==> src/rtl/core/assert_macros.svh <==
// Assertion macros shared by the date adder RTL.
`ifndef ASSERT_MACROS_SVH
`define ASSERT_MACROS_SVH

// Plain property, checked outside reset.
`define GDA_ASSERT(lbl, prop, msg) \
  lbl: assert property (@(posedge clk_i) disable iff (!rst_ni) (prop)) else $error(msg);

// Same-cycle implication, checked outside reset.
`define GDA_ASSERT_IMPL(lbl, ante, cons, msg) \
  lbl: assert property (@(posedge clk_i) disable iff (!rst_ni) (ante) |-> (cons)) \
    else $error(msg);

// Next-cycle implication, checked outside reset.
`define GDA_ASSERT_NEXT(lbl, ante, cons, msg) \
  lbl: assert property (@(posedge clk_i) disable iff (!rst_ni) (ante) |=> (cons)) \
    else $error(msg);

`endif

==> src/rtl/core/gda_pkg.sv <==
// Shared widths, constants, interface structs and month length for the date adder.
package gda_pkg;

  localparam int unsigned OFFSET_BITS = 16;
  localparam int unsigned YEAR_W      = 14;
  localparam int unsigned MONTH_W     = 4;
  localparam int unsigned DAY_W       = 5;
  localparam int unsigned WDAY_W      = 3;
  localparam int unsigned CENT_W      = 7;
  localparam int unsigned CFG_IDX_W   = 2;
  localparam int unsigned SUM_W       = OFFSET_BITS + 1;
  localparam int unsigned UNIT_W      = (SUM_W > YEAR_W + 1) ? SUM_W : YEAR_W + 1;

  localparam int unsigned CENTURY = 100;

  localparam logic [YEAR_W-1:0]  YEAR_MIN  = YEAR_W'(1);
  localparam logic [YEAR_W-1:0]  YEAR_MAX  = YEAR_W'(9999);
  localparam logic [MONTH_W-1:0] MONTH_JAN = MONTH_W'(1);
  localparam logic [MONTH_W-1:0] MONTH_FEB = MONTH_W'(2);
  localparam logic [MONTH_W-1:0] MONTH_APR = MONTH_W'(4);
  localparam logic [MONTH_W-1:0] MONTH_JUN = MONTH_W'(6);
  localparam logic [MONTH_W-1:0] MONTH_SEP = MONTH_W'(9);
  localparam logic [MONTH_W-1:0] MONTH_NOV = MONTH_W'(11);
  localparam logic [MONTH_W-1:0] MONTH_DEC = MONTH_W'(12);

  localparam logic [DAY_W-1:0] DAYS_LONG  = DAY_W'(31);
  localparam logic [DAY_W-1:0] DAYS_SHORT = DAY_W'(30);
  localparam logic [DAY_W-1:0] DAYS_FEB_L = DAY_W'(29);
  localparam logic [DAY_W-1:0] DAYS_FEB   = DAY_W'(28);

  typedef struct packed {
    logic start;
    logic take;
  } gda_ctrl_t;

  typedef struct packed {
    logic busy;
    logic done;
  } gda_stat_t;

  typedef struct packed {
    logic               err;
    logic [YEAR_W-1:0]  year;
    logic [MONTH_W-1:0] month;
    logic [DAY_W-1:0]   day;
    logic [CENT_W-1:0]  cent;
    logic [CENT_W-1:0]  yrem;
  } gda_res_t;

  function automatic logic [DAY_W-1:0] month_len(input logic [MONTH_W-1:0] month,
                                                 input logic leap);
    logic [DAY_W-1:0] len;
    if (month == MONTH_FEB) begin
      len = leap ? DAYS_FEB_L : DAYS_FEB;
    end else if (month == MONTH_APR || month == MONTH_JUN ||
                 month == MONTH_SEP || month == MONTH_NOV) begin
      len = DAYS_SHORT;
    end else begin
      len = DAYS_LONG;
    end
    return len;
  endfunction

endpackage

==> src/rtl/core/gda_walk.sv <==
// Iterative century split and month-by-month date walk on one shared adder.
`include "assert_macros.svh"

module gda_walk (
  input  logic                                     clk_i,
  input  logic                                     rst_ni,
  input  gda_pkg::gda_ctrl_t                       ctrl_i,
  input  logic signed [gda_pkg::OFFSET_BITS-1:0]   offset_i,
  input  logic        [gda_pkg::YEAR_W-1:0]        year_i,
  input  logic        [gda_pkg::MONTH_W-1:0]       month_i,
  input  logic        [gda_pkg::DAY_W-1:0]         day_i,
  output gda_pkg::gda_stat_t                       stat_o,
  output gda_pkg::gda_res_t                        res_o
);
  import gda_pkg::*;

  typedef enum logic [3:0] {
    ST_IDLE = 4'b0001,
    ST_DIV  = 4'b0010,
    ST_WALK = 4'b0100,
    ST_DONE = 4'b1000
  } state_e;

  localparam int unsigned      CNT_W     = $clog2(CENT_W);
  localparam logic [CNT_W-1:0] CNT_TOP   = CNT_W'(CENT_W - 1);
  localparam logic [UNIT_W-1:0] CENT_U   = UNIT_W'(CENTURY);
  localparam logic [CENT_W-1:0] YREM_TOP = CENT_W'(CENTURY - 1);

  state_e             state_q, state_d;
  logic [CNT_W-1:0]   cnt_q, cnt_d;
  logic [YEAR_W-1:0]  rem_q, rem_d;
  logic [UNIT_W-1:0]  sum_q, sum_d;
  logic [YEAR_W-1:0]  year_q, year_d;
  logic [MONTH_W-1:0] mon_q, mon_d;
  logic [CENT_W-1:0]  cent_q, cent_d;
  logic [CENT_W-1:0]  yrem_q, yrem_d;
  logic [CENT_W-1:0]  cent0_q, cent0_d;
  logic [CENT_W-1:0]  yrem0_q, yrem0_d;
  logic               err_q, err_d;

  logic               leap;
  logic [DAY_W-1:0]   ml_cur;
  logic [DAY_W-1:0]   ml_prev;
  logic               go_back;
  logic [UNIT_W-1:0]  unit_a;
  logic [UNIT_W-1:0]  unit_b;
  logic [UNIT_W-1:0]  unit_y;
  logic               unit_neg;
  logic               unit_pos;
  logic [YEAR_W-1:0]  rem_nx;
  logic [CENT_W-1:0]  cent_nx;

  assign leap    = (yrem_q == '0) ? (cent_q[1:0] == 2'b00) : (yrem_q[1:0] == 2'b00);
  assign ml_cur  = month_len(mon_q, leap);
  // January steps back into December of the prior year, always 31 days
  assign ml_prev = (mon_q == MONTH_JAN) ? DAYS_LONG : month_len(mon_q - 1'b1, leap);
  assign go_back = sum_q[UNIT_W-1] || (sum_q == '0);

  // Shared adder: trial subtract during the century split, month add or subtract in the walk
  always_comb begin
    if (state_q == ST_DIV) begin
      unit_a = UNIT_W'(rem_q);
      unit_b = '0 - (CENT_U << cnt_q);
    end else if (go_back) begin
      unit_a = sum_q;
      unit_b = UNIT_W'(ml_prev);
    end else begin
      unit_a = sum_q;
      unit_b = '0 - UNIT_W'(ml_cur);
    end
  end

  assign unit_y   = unit_a + unit_b;
  assign unit_neg = unit_y[UNIT_W-1];
  assign unit_pos = !unit_neg && (unit_y != '0);
  assign rem_nx   = unit_neg ? rem_q : unit_y[YEAR_W-1:0];
  assign cent_nx  = {cent_q[CENT_W-2:0], !unit_neg};

  always_comb begin
    state_d = state_q;
    cnt_d   = cnt_q;
    rem_d   = rem_q;
    sum_d   = sum_q;
    year_d  = year_q;
    mon_d   = mon_q;
    cent_d  = cent_q;
    yrem_d  = yrem_q;
    cent0_d = cent0_q;
    yrem0_d = yrem0_q;
    err_d   = err_q;
    unique case (state_q)
      ST_IDLE: begin
        if (ctrl_i.start) begin
          rem_d   = year_i;
          year_d  = year_i;
          mon_d   = month_i;
          sum_d   = UNIT_W'(offset_i) + UNIT_W'(day_i);
          cnt_d   = CNT_TOP;
          cent_d  = '0;
          err_d   = 1'b0;
          state_d = ST_DIV;
        end
      end
      ST_DIV: begin
        rem_d  = rem_nx;
        cent_d = cent_nx;
        if (cnt_q == '0) begin
          yrem_d  = rem_nx[CENT_W-1:0];
          cent0_d = cent_nx;
          yrem0_d = rem_nx[CENT_W-1:0];
          state_d = ST_WALK;
        end else begin
          cnt_d = cnt_q - 1'b1;
        end
      end
      ST_WALK: begin
        if (go_back) begin
          if (mon_q == MONTH_JAN) begin
            if (year_q == YEAR_MIN) begin
              err_d   = 1'b1;
              state_d = ST_DONE;
            end else begin
              sum_d  = unit_y;
              mon_d  = MONTH_DEC;
              year_d = year_q - 1'b1;
              if (yrem_q == '0) begin
                yrem_d = YREM_TOP;
                cent_d = cent_q - 1'b1;
              end else begin
                yrem_d = yrem_q - 1'b1;
              end
            end
          end else begin
            sum_d = unit_y;
            mon_d = mon_q - 1'b1;
          end
        end else if (unit_pos) begin
          if (mon_q == MONTH_DEC) begin
            if (year_q == YEAR_MAX) begin
              err_d   = 1'b1;
              state_d = ST_DONE;
            end else begin
              sum_d  = unit_y;
              mon_d  = MONTH_JAN;
              year_d = year_q + 1'b1;
              if (yrem_q == YREM_TOP) begin
                yrem_d = '0;
                cent_d = cent_q + 1'b1;
              end else begin
                yrem_d = yrem_q + 1'b1;
              end
            end
          end else begin
            sum_d = unit_y;
            mon_d = mon_q + 1'b1;
          end
        end else begin
          state_d = ST_DONE;
        end
      end
      ST_DONE: begin
        if (ctrl_i.take) begin
          state_d = ST_IDLE;
        end
      end
      default: begin
        state_d = ST_IDLE;
      end
    endcase
  end

  always_ff @(posedge clk_i or negedge rst_ni) begin
    if (!rst_ni) begin
      state_q <= ST_IDLE;
      cnt_q   <= '0;
      err_q   <= 1'b0;
    end else begin
      state_q <= state_d;
      cnt_q   <= cnt_d;
      err_q   <= err_d;
    end
  end

  always_ff @(posedge clk_i) begin
    rem_q   <= rem_d;
    sum_q   <= sum_d;
    year_q  <= year_d;
    mon_q   <= mon_d;
    cent_q  <= cent_d;
    yrem_q  <= yrem_d;
    cent0_q <= cent0_d;
    yrem0_q <= yrem0_d;
  end

  assign stat_o.busy = (state_q != ST_IDLE);
  assign stat_o.done = (state_q == ST_DONE);

  assign res_o.err   = err_q;
  assign res_o.year  = year_q;
  assign res_o.month = mon_q;
  assign res_o.day   = sum_q[DAY_W-1:0];
  // On a range error report the century split of the held year
  assign res_o.cent  = err_q ? cent0_q : cent_q;
  assign res_o.yrem  = err_q ? yrem0_q : yrem_q;

  `GDA_ASSERT_IMPL(a_start_idle, ctrl_i.start, state_q == ST_IDLE, "request started while busy")
  `GDA_ASSERT_IMPL(a_walk_month, state_q == ST_WALK, mon_q >= MONTH_JAN && mon_q <= MONTH_DEC, "month out of range in walk")
  `GDA_ASSERT_IMPL(a_year_split, state_q == ST_WALK || state_q == ST_DONE, yrem_q <= YREM_TOP && (YEAR_W'(cent_q) * YEAR_W'(CENTURY) + YEAR_W'(yrem_q)) == year_q, "century split out of step with year")
  `GDA_ASSERT_IMPL(a_done_day, state_q == ST_DONE && !err_q, sum_q != '0 && sum_q <= UNIT_W'(ml_cur), "day not normalized at finish")

endmodule

==> src/rtl/core/gregorian_date_add_days.sv <==
// Gregorian date adder top level: configuration, current date, handshakes and weekday.
//
// Holds a current Gregorian date, loaded by writes to start_year (index 0),
// start_month (index 1) and start_day (index 2); out-of-range years and months
// saturate, a day is kept as written and normalized by the next request. Each
// request adds a signed day offset and returns the new date, its weekday
// (0 is Sunday) and range_error, which is set when the year would leave
// 1..9999; the date is then held and reported unchanged. For each request
// the walk unit first splits the year into century and remainder, then its
// single adder advances or retreats one month per cycle. An offset of 32767
// days crosses about 1080 months. The result sits in an output register,
// and the next request is taken once the walk unit is idle again.
`include "assert_macros.svh"

module gregorian_date_add_days (
  input  logic                                    clk_i,
  input  logic                                    rst_ni,
  input  logic                                    cfg_we_i,
  input  logic        [gda_pkg::CFG_IDX_W-1:0]    cfg_index_i,
  input  logic        [gda_pkg::YEAR_W-1:0]       cfg_wdata_i,
  input  logic                                    in_valid_i,
  output logic                                    in_stall_o,
  input  logic signed [gda_pkg::OFFSET_BITS-1:0]  day_offset_i,
  output logic                                    out_valid_o,
  input  logic                                    out_stall_i,
  output logic        [gda_pkg::YEAR_W-1:0]       out_year_o,
  output logic        [gda_pkg::MONTH_W-1:0]      out_month_o,
  output logic        [gda_pkg::DAY_W-1:0]        out_day_o,
  output logic        [gda_pkg::WDAY_W-1:0]       weekday_o,
  output logic                                    range_error_o
);
  import gda_pkg::*;

  typedef enum logic [CFG_IDX_W-1:0] {
    CFG_START_YEAR  = 2'd0,
    CFG_START_MONTH = 2'd1,
    CFG_START_DAY   = 2'd2
  } cfg_idx_e;

  localparam int unsigned       WSUM_W    = 9;
  localparam logic [WSUM_W-1:0] WDAY_BIAS = WSUM_W'(202);
  localparam logic [3:0]        WEEK_DAYS = 4'd7;
  localparam logic [MONTH_W:0]  MONTH_WRAP = (MONTH_W + 1)'(12);
  localparam logic [CENT_W-1:0] YREM_TOP  = CENT_W'(CENTURY - 1);

  localparam logic [YEAR_W-1:0]  RST_YEAR  = YEAR_W'(2000);
  localparam logic [MONTH_W-1:0] RST_MONTH = MONTH_JAN;
  localparam logic [DAY_W-1:0]   RST_DAY   = DAY_W'(1);

  // (26 * (m + 1)) / 10 for the shifted month 3..14
  function automatic logic [5:0] month_term(input logic [MONTH_W:0] mm);
    logic [5:0] t;
    unique case (mm)
      5'd3:    t = 6'd10;
      5'd4:    t = 6'd13;
      5'd5:    t = 6'd15;
      5'd6:    t = 6'd18;
      5'd7:    t = 6'd20;
      5'd8:    t = 6'd23;
      5'd9:    t = 6'd26;
      5'd10:   t = 6'd28;
      5'd11:   t = 6'd31;
      5'd12:   t = 6'd33;
      5'd13:   t = 6'd36;
      5'd14:   t = 6'd39;
      default: t = 6'd0;
    endcase
    return t;
  endfunction

  function automatic logic [WDAY_W-1:0] weekday_of(input logic [MONTH_W-1:0] month,
                                                   input logic [DAY_W-1:0]   day,
                                                   input logic [CENT_W-1:0]  cent,
                                                   input logic [CENT_W-1:0]  yrem);
    logic [CENT_W-1:0] yy;
    logic [CENT_W-1:0] cc;
    logic [MONTH_W:0]  mm;
    logic [WSUM_W-1:0] w;
    logic [4:0]        s1;
    logic [3:0]        s2;
    // January and February count as months 13 and 14 of the prior year
    if (month <= MONTH_FEB) begin
      mm = (MONTH_W + 1)'(month) + MONTH_WRAP;
      if (yrem == '0) begin
        yy = YREM_TOP;
        cc = cent - 1'b1;
      end else begin
        yy = yrem - 1'b1;
        cc = cent;
      end
    end else begin
      mm = (MONTH_W + 1)'(month);
      yy = yrem;
      cc = cent;
    end
    // bias keeps the sum positive; the result stays below 512
    w = WSUM_W'(yy) + WSUM_W'(yy >> 2) + WSUM_W'(cc >> 2) + WSUM_W'(month_term(mm))
        + WSUM_W'(day) + WDAY_BIAS - WSUM_W'({cc, 1'b0});
    // 8 = 1 mod 7: fold octal digits, then one compare and subtract
    s1 = 5'(w[8:6]) + 5'(w[5:3]) + 5'(w[2:0]);
    s2 = 4'(s1[4:3]) + 4'(s1[2:0]);
    return (s2 >= WEEK_DAYS) ? WDAY_W'(s2 - WEEK_DAYS) : s2[WDAY_W-1:0];
  endfunction

  logic [YEAR_W-1:0]  cur_year_q, cur_year_d;
  logic [MONTH_W-1:0] cur_month_q, cur_month_d;
  logic [DAY_W-1:0]   cur_day_q, cur_day_d;

  logic               out_valid_q, out_valid_d;
  logic [YEAR_W-1:0]  out_year_q, out_year_d;
  logic [MONTH_W-1:0] out_month_q, out_month_d;
  logic [DAY_W-1:0]   out_day_q, out_day_d;
  logic [WDAY_W-1:0]  out_wday_q, out_wday_d;
  logic               out_err_q, out_err_d;

  gda_ctrl_t          walk_ctrl;
  gda_stat_t          walk_stat;
  gda_res_t           walk_res;
  logic               out_free;
  logic [MONTH_W-1:0] cfg_month;
  logic [YEAR_W-1:0]  sel_year;
  logic [MONTH_W-1:0] sel_month;
  logic [DAY_W-1:0]   sel_day;

  assign in_stall_o      = walk_stat.busy;
  assign out_free        = !out_valid_q || !out_stall_i;
  assign walk_ctrl.start = in_valid_i && !in_stall_o;
  assign walk_ctrl.take  = walk_stat.done && out_free;

  gda_walk u_walk (
    .clk_i    (clk_i),
    .rst_ni   (rst_ni),
    .ctrl_i   (walk_ctrl),
    .offset_i (day_offset_i),
    .year_i   (cur_year_q),
    .month_i  (cur_month_q),
    .day_i    (cur_day_q),
    .stat_o   (walk_stat),
    .res_o    (walk_res)
  );

  assign cfg_month = cfg_wdata_i[MONTH_W-1:0];

  always_comb begin
    cur_year_d  = cur_year_q;
    cur_month_d = cur_month_q;
    cur_day_d   = cur_day_q;
    if (cfg_we_i) begin
      unique case (cfg_index_i)
        CFG_START_YEAR: begin
          if (cfg_wdata_i < YEAR_MIN) begin
            cur_year_d = YEAR_MIN;
          end else if (cfg_wdata_i > YEAR_MAX) begin
            cur_year_d = YEAR_MAX;
          end else begin
            cur_year_d = cfg_wdata_i;
          end
        end
        CFG_START_MONTH: begin
          if (cfg_month < MONTH_JAN) begin
            cur_month_d = MONTH_JAN;
          end else if (cfg_month > MONTH_DEC) begin
            cur_month_d = MONTH_DEC;
          end else begin
            cur_month_d = cfg_month;
          end
        end
        CFG_START_DAY: begin
          cur_day_d = cfg_wdata_i[DAY_W-1:0];
        end
        default: begin
        end
      endcase
    end else if (walk_ctrl.take && !walk_res.err) begin
      cur_year_d  = walk_res.year;
      cur_month_d = walk_res.month;
      cur_day_d   = walk_res.day;
    end
  end

  // hold the current date on a range error
  assign sel_year  = walk_res.err ? cur_year_q  : walk_res.year;
  assign sel_month = walk_res.err ? cur_month_q : walk_res.month;
  assign sel_day   = walk_res.err ? cur_day_q   : walk_res.day;

  always_comb begin
    out_valid_d = out_valid_q;
    out_year_d  = out_year_q;
    out_month_d = out_month_q;
    out_day_d   = out_day_q;
    out_wday_d  = out_wday_q;
    out_err_d   = out_err_q;
    if (walk_ctrl.take) begin
      out_valid_d = 1'b1;
      out_year_d  = sel_year;
      out_month_d = sel_month;
      out_day_d   = sel_day;
      out_wday_d  = weekday_of(sel_month, sel_day, walk_res.cent, walk_res.yrem);
      out_err_d   = walk_res.err;
    end else if (!out_stall_i) begin
      out_valid_d = 1'b0;
    end
  end

  always_ff @(posedge clk_i or negedge rst_ni) begin
    if (!rst_ni) begin
      cur_year_q  <= RST_YEAR;
      cur_month_q <= RST_MONTH;
      cur_day_q   <= RST_DAY;
      out_valid_q <= 1'b0;
    end else begin
      cur_year_q  <= cur_year_d;
      cur_month_q <= cur_month_d;
      cur_day_q   <= cur_day_d;
      out_valid_q <= out_valid_d;
    end
  end

  always_ff @(posedge clk_i) begin
    out_year_q  <= out_year_d;
    out_month_q <= out_month_d;
    out_day_q   <= out_day_d;
    out_wday_q  <= out_wday_d;
    out_err_q   <= out_err_d;
  end

  assign out_valid_o   = out_valid_q;
  assign out_year_o    = out_year_q;
  assign out_month_o   = out_month_q;
  assign out_day_o     = out_day_q;
  assign weekday_o     = out_wday_q;
  assign range_error_o = out_err_q;

  `GDA_ASSERT(a_cur_range, cur_year_q >= YEAR_MIN && cur_year_q <= YEAR_MAX && cur_month_q >= MONTH_JAN && cur_month_q <= MONTH_DEC, "current date out of range")
  `GDA_ASSERT_NEXT(a_accept_busy, in_valid_i && !in_stall_o, in_stall_o, "request accepted but walk not started")
  `GDA_ASSERT_IMPL(a_out_is_cur, out_valid_q, out_year_q == cur_year_q && out_month_q == cur_month_q && out_day_q == cur_day_q, "pending result differs from current date")

endmodule
==> config.mk <==
export PLATFORM = sky130hd
export DESIGN_NAME = gregorian_date_add_days
export DESIGN_NICKNAME = d
export VERILOG_FILES = /design/src/rtl/core/gda_pkg.sv /design/src/rtl/core/gda_walk.sv /design/src/rtl/core/gregorian_date_add_days.sv
export VERILOG_INCLUDE_DIRS = /design/src /design/src/rtl/core
export SDC_FILE = /design/constraint.sdc
export NUM_CORES = 1
export LEC_CHECK = 0
export ABC_AREA = 1
export BUFFER_PORTS_ARGS = -buffer_cell sky130_fd_sc_hd__buf_2
export CORE_MARGIN = 4
export CORE_UTILIZATION = 40
export CTS_CLUSTER_DIAMETER = 30
export CTS_CLUSTER_SIZE = 8
export DETAILED_ROUTE_END_ITERATION = 8
export PLACE_DENSITY_LB_ADDON = 0.1
export SKIP_LAST_GASP = 1
export SLEW_MARGIN = 20
export SYNTH_ARGS = -nofsm -noshare
export SYNTH_HDL_FRONTEND = slang
export SYNTH_HIERARCHICAL = 1
export SYNTH_SLANG_ARGS = --single-unit
==> constraint.sdc <==
create_clock -name clk_i -period 23 [get_ports clk_i]
set_clock_uncertainty 0.2 [all_clocks]
set_input_delay 3.45 -clock clk_i [delete_from_list [all_inputs] [get_ports clk_i]]
set_output_delay 3.45 -clock clk_i [all_outputs]
set_load 0.1 [all_outputs]
==> summary.md <==
| Metric | Value |
|---|---|
| Post_cts resized | `0` |
| GRT Overall Usage | `0.212` |
| Layout cell share with drive strength beyond 1 | `0.101` |
| Row count | `62` |
| Final hold violations | `0` |
| Most frequent cells in the layout | `nand2_1 (424), inv_1 (227), nor2_1 (144)` |
| Post-Syn Area | `11600 µm²` |
| IO Pins | `66` |
| Drt first-iter violations | `639` |
| Required @ worst endpoint | `22970 ps` |
| Vias in the first global route | `10000` |
| Number of flops mapped to enable cells by yosys | `104` |
| Die area | `31800 µm²` |
| Grt ovf | `0` |
| Setup bufs post-CTS | `0` |
| Synth unique cells | `56` |
| Max Fclk | `between 0.1 and 0.15 GHz` |
| MaxCap Viol Count | `0` |
| HPWL reported at the end of detailed placement | `between 20 and 30 mm` |
| CTS tree | `yes` |
| Async set-reset flop share out of synthesis | `0.235` |
| Critical path endpoint category | `flop` |
| Post-CTS Hold Buffers | `0` |
| CTS clk-pin slew, worst paths | `around 70 ps` |
| Final setup fails | `0` |
| Worst Min Path Start | `u_walk/cent_q[5]` |
| FILL cells | `2916` |
| Slowest CP cell | `o21ai_0` |
| Status | `finished, final reports clean` |
| Worst Path Arrival | `8470 ps` |
| Die Ht | `roughly 180 µm` |
| Antenna fix cells | `0` |
| Dominant synthesized flop cell | `edfxtp_1` |
| Commonest non-fill, non-tap cell in the layout | `nand2_1` |
| Synth-to-layout area growth | `11.0%` |
| Post-route DRC | `0` |
| Core Region | `28600 µm²` |
| Slew Viols, Final | `0` |
| Critical Path Max Stage Delay | `540 ps` |
| Reg2reg end | `weekday_o[0]` |
| Die width | `178 µm` |
| Reg-to-reg startpoint | `u_walk/err_q` |
| Nets | `1755` |
| Worst slew pin tran | `885 ps` |
| Via density | `5.10` |
| WHS Path Cells | `0` |
| Syn nets | `1706` |
| Max_slew headroom | `0.407` |
| DR pass1 iterations | `5` |
| Starting Density | `0.405` |
| Fin Setup TNS | `0 ps` |
| WL final | `33.0 mm` |
| Period Utilization, post-route | `0.369` |
| Port-buffer cells | `65` |
| Syn avg cell area | `7.44 µm²` |
| Sequential area share after synthesis | `0.339` |
| Crit Path Max Fanout | `49` |
| CP startpoint | `u_walk/err_q` |
| Crit path launch type | `flop` |
| Syn. warnings | `6` |
| Clk Latency, worst-skew pair | `430 ps` |
| Detail Route Antenna Nets | `0` |
| Yosys reg bits | `136` |
| Max Root-Sink Buffers | `2` |
| FF-to-FF setup slack | `14500 ps` |
| Vias | `10200` |
| Cells after synthesis | `1559` |
| Root Buffer | `clkbuf_16` |
| R2R depth | `35` |
| Clk sink count | `136` |
| Average wire per standard cell | `~16 µm` |
| Hold EP | `u_walk/cent0_q[6]` |
| Antenna violations before repair | `0` |
| Minimum clock period | `8500 ps` |
| CTS buffer count | `17` |
| GPL Wtd Cong | `0.874` |
| Critical path class | `flop to flop` |
| RSZ-0062 raised after global routing | `no` |
| First-pass GRT wire length | `53.0 mm` |
| Worst min-delay path category | `flop to flop` |
| H-Tree Depth | `4` |
| Largest net degree at the start of global routing | `50` |
## critical path: cells and delay by family (launching register included)
family          cells  cell delay (ps)
fa+ha+maj          12             4570
compound gates      5             1120
simple gates       10              950
buf+inv             5              490
xor+xnor            3              480
flops               1              390
## routing by layer
layer,global-route usage,up-vias,part of all wire
met3,0.0280,34,0.039
met4,0.0537,0,0.021
met1,0.290,4785,0.46
met5,0,-,0
li1,-,5173,-
met2,0.358,233,0.48
## logic make-up (layout without fill, tap and decap cells)
group	Yosys count	in the layout	synth area share
AOI/OAI and AO/OA	246	246	0.121
xor gates and xnor gates	53	53	0.0400
adders and majority gates	110	110	0.136
buffers and inverters	280	342	0.0948
DFF	136	136	0.339
muxes	1	1	0.000863
and+or+nand+nor	733	733	0.268
## per-stage QoR
step | cells | util | hold WS, ps | cell area, µm² | worst slack, ps
final | 2005 | 0.450 | 305 | 12900 | 14500
after global routing | 2005 | 0.450 | 326 | 12900 | 13880
after CTS | 2005 | 0.450 | 317 | 12900 | 14470
after detailed placement | 1973 | 0.429 | 301 | 12300 | 14510
after global placement | 1973 | 0.429 | 297 | 12300 | 14620
after floorplan | 1559 | - | 257 | 11600 | 15160
## Yosys cell counts, types with 7 or more instances
master | instances | area (µm²)
a21oi_1 | 63 | 315
a22oi_1 | 8 | 60.1
a31oi_1 | 17 | 106
buf_4 | 7 | 52.6
clkbuf_1 | 26 | 97.6
dfrtp_1 | 23 | 576
dfstp_2 | 9 | 236
edfxtp_1 | 104 | 3120
fa_1 | 26 | 521
ha_1 | 84 | 1050
inv_1 | 227 | 852
inv_2 | 8 | 30.0
nand2_1 | 424 | 1590
nand2_2 | 8 | 50.1
nand3_1 | 95 | 475
nand4_1 | 14 | 87.6
nor2_1 | 145 | 544
nor3_1 | 14 | 70.1
o21ai_0 | 95 | 475
o21ai_1 | 24 | 120
o22ai_1 | 11 | 68.8
or2_2 | 8 | 50.1
xnor2_1 | 16 | 140
xor2_1 | 37 | 324
## area by class of cell
cell class                 count  area [µm²]  share of cell area
inverter                     235         882              0.0685
clock buffer                  19         453              0.0352
clock inverter                13         135              0.0105
timing repair buffer          75         400              0.0311
multi-input combinational   1143        6590               0.512
sequential                   136        3940               0.306
tap                          384         480              0.0373
## state kept, by name, summed over array words and instances, names as in the netlist, 14 cells and up
| signal | cells |
|---|---|
| u_walk/sum_q | 17 |
| cur_year_q | 14 |
| out_year_o | 14 |
| u_walk/rem_q | 14 |
| u_walk/year_q | 14 |
## how the worst max path moves through the flow
stage	end	slack [ps]	depth (start not counted)
floorplan	weekday_o[0]	15160	36
global placement	weekday_o[0]	14620	37
detailed placement	weekday_o[0]	14510	37
CTS	weekday_o[0]	14470	37
global route	weekday_o[1]	13880	36
finish	weekday_o[0]	14500	35
Power is not shown: default switching activity piles up to over one toggle a cycle in this logic, so the estimate is an artifact.
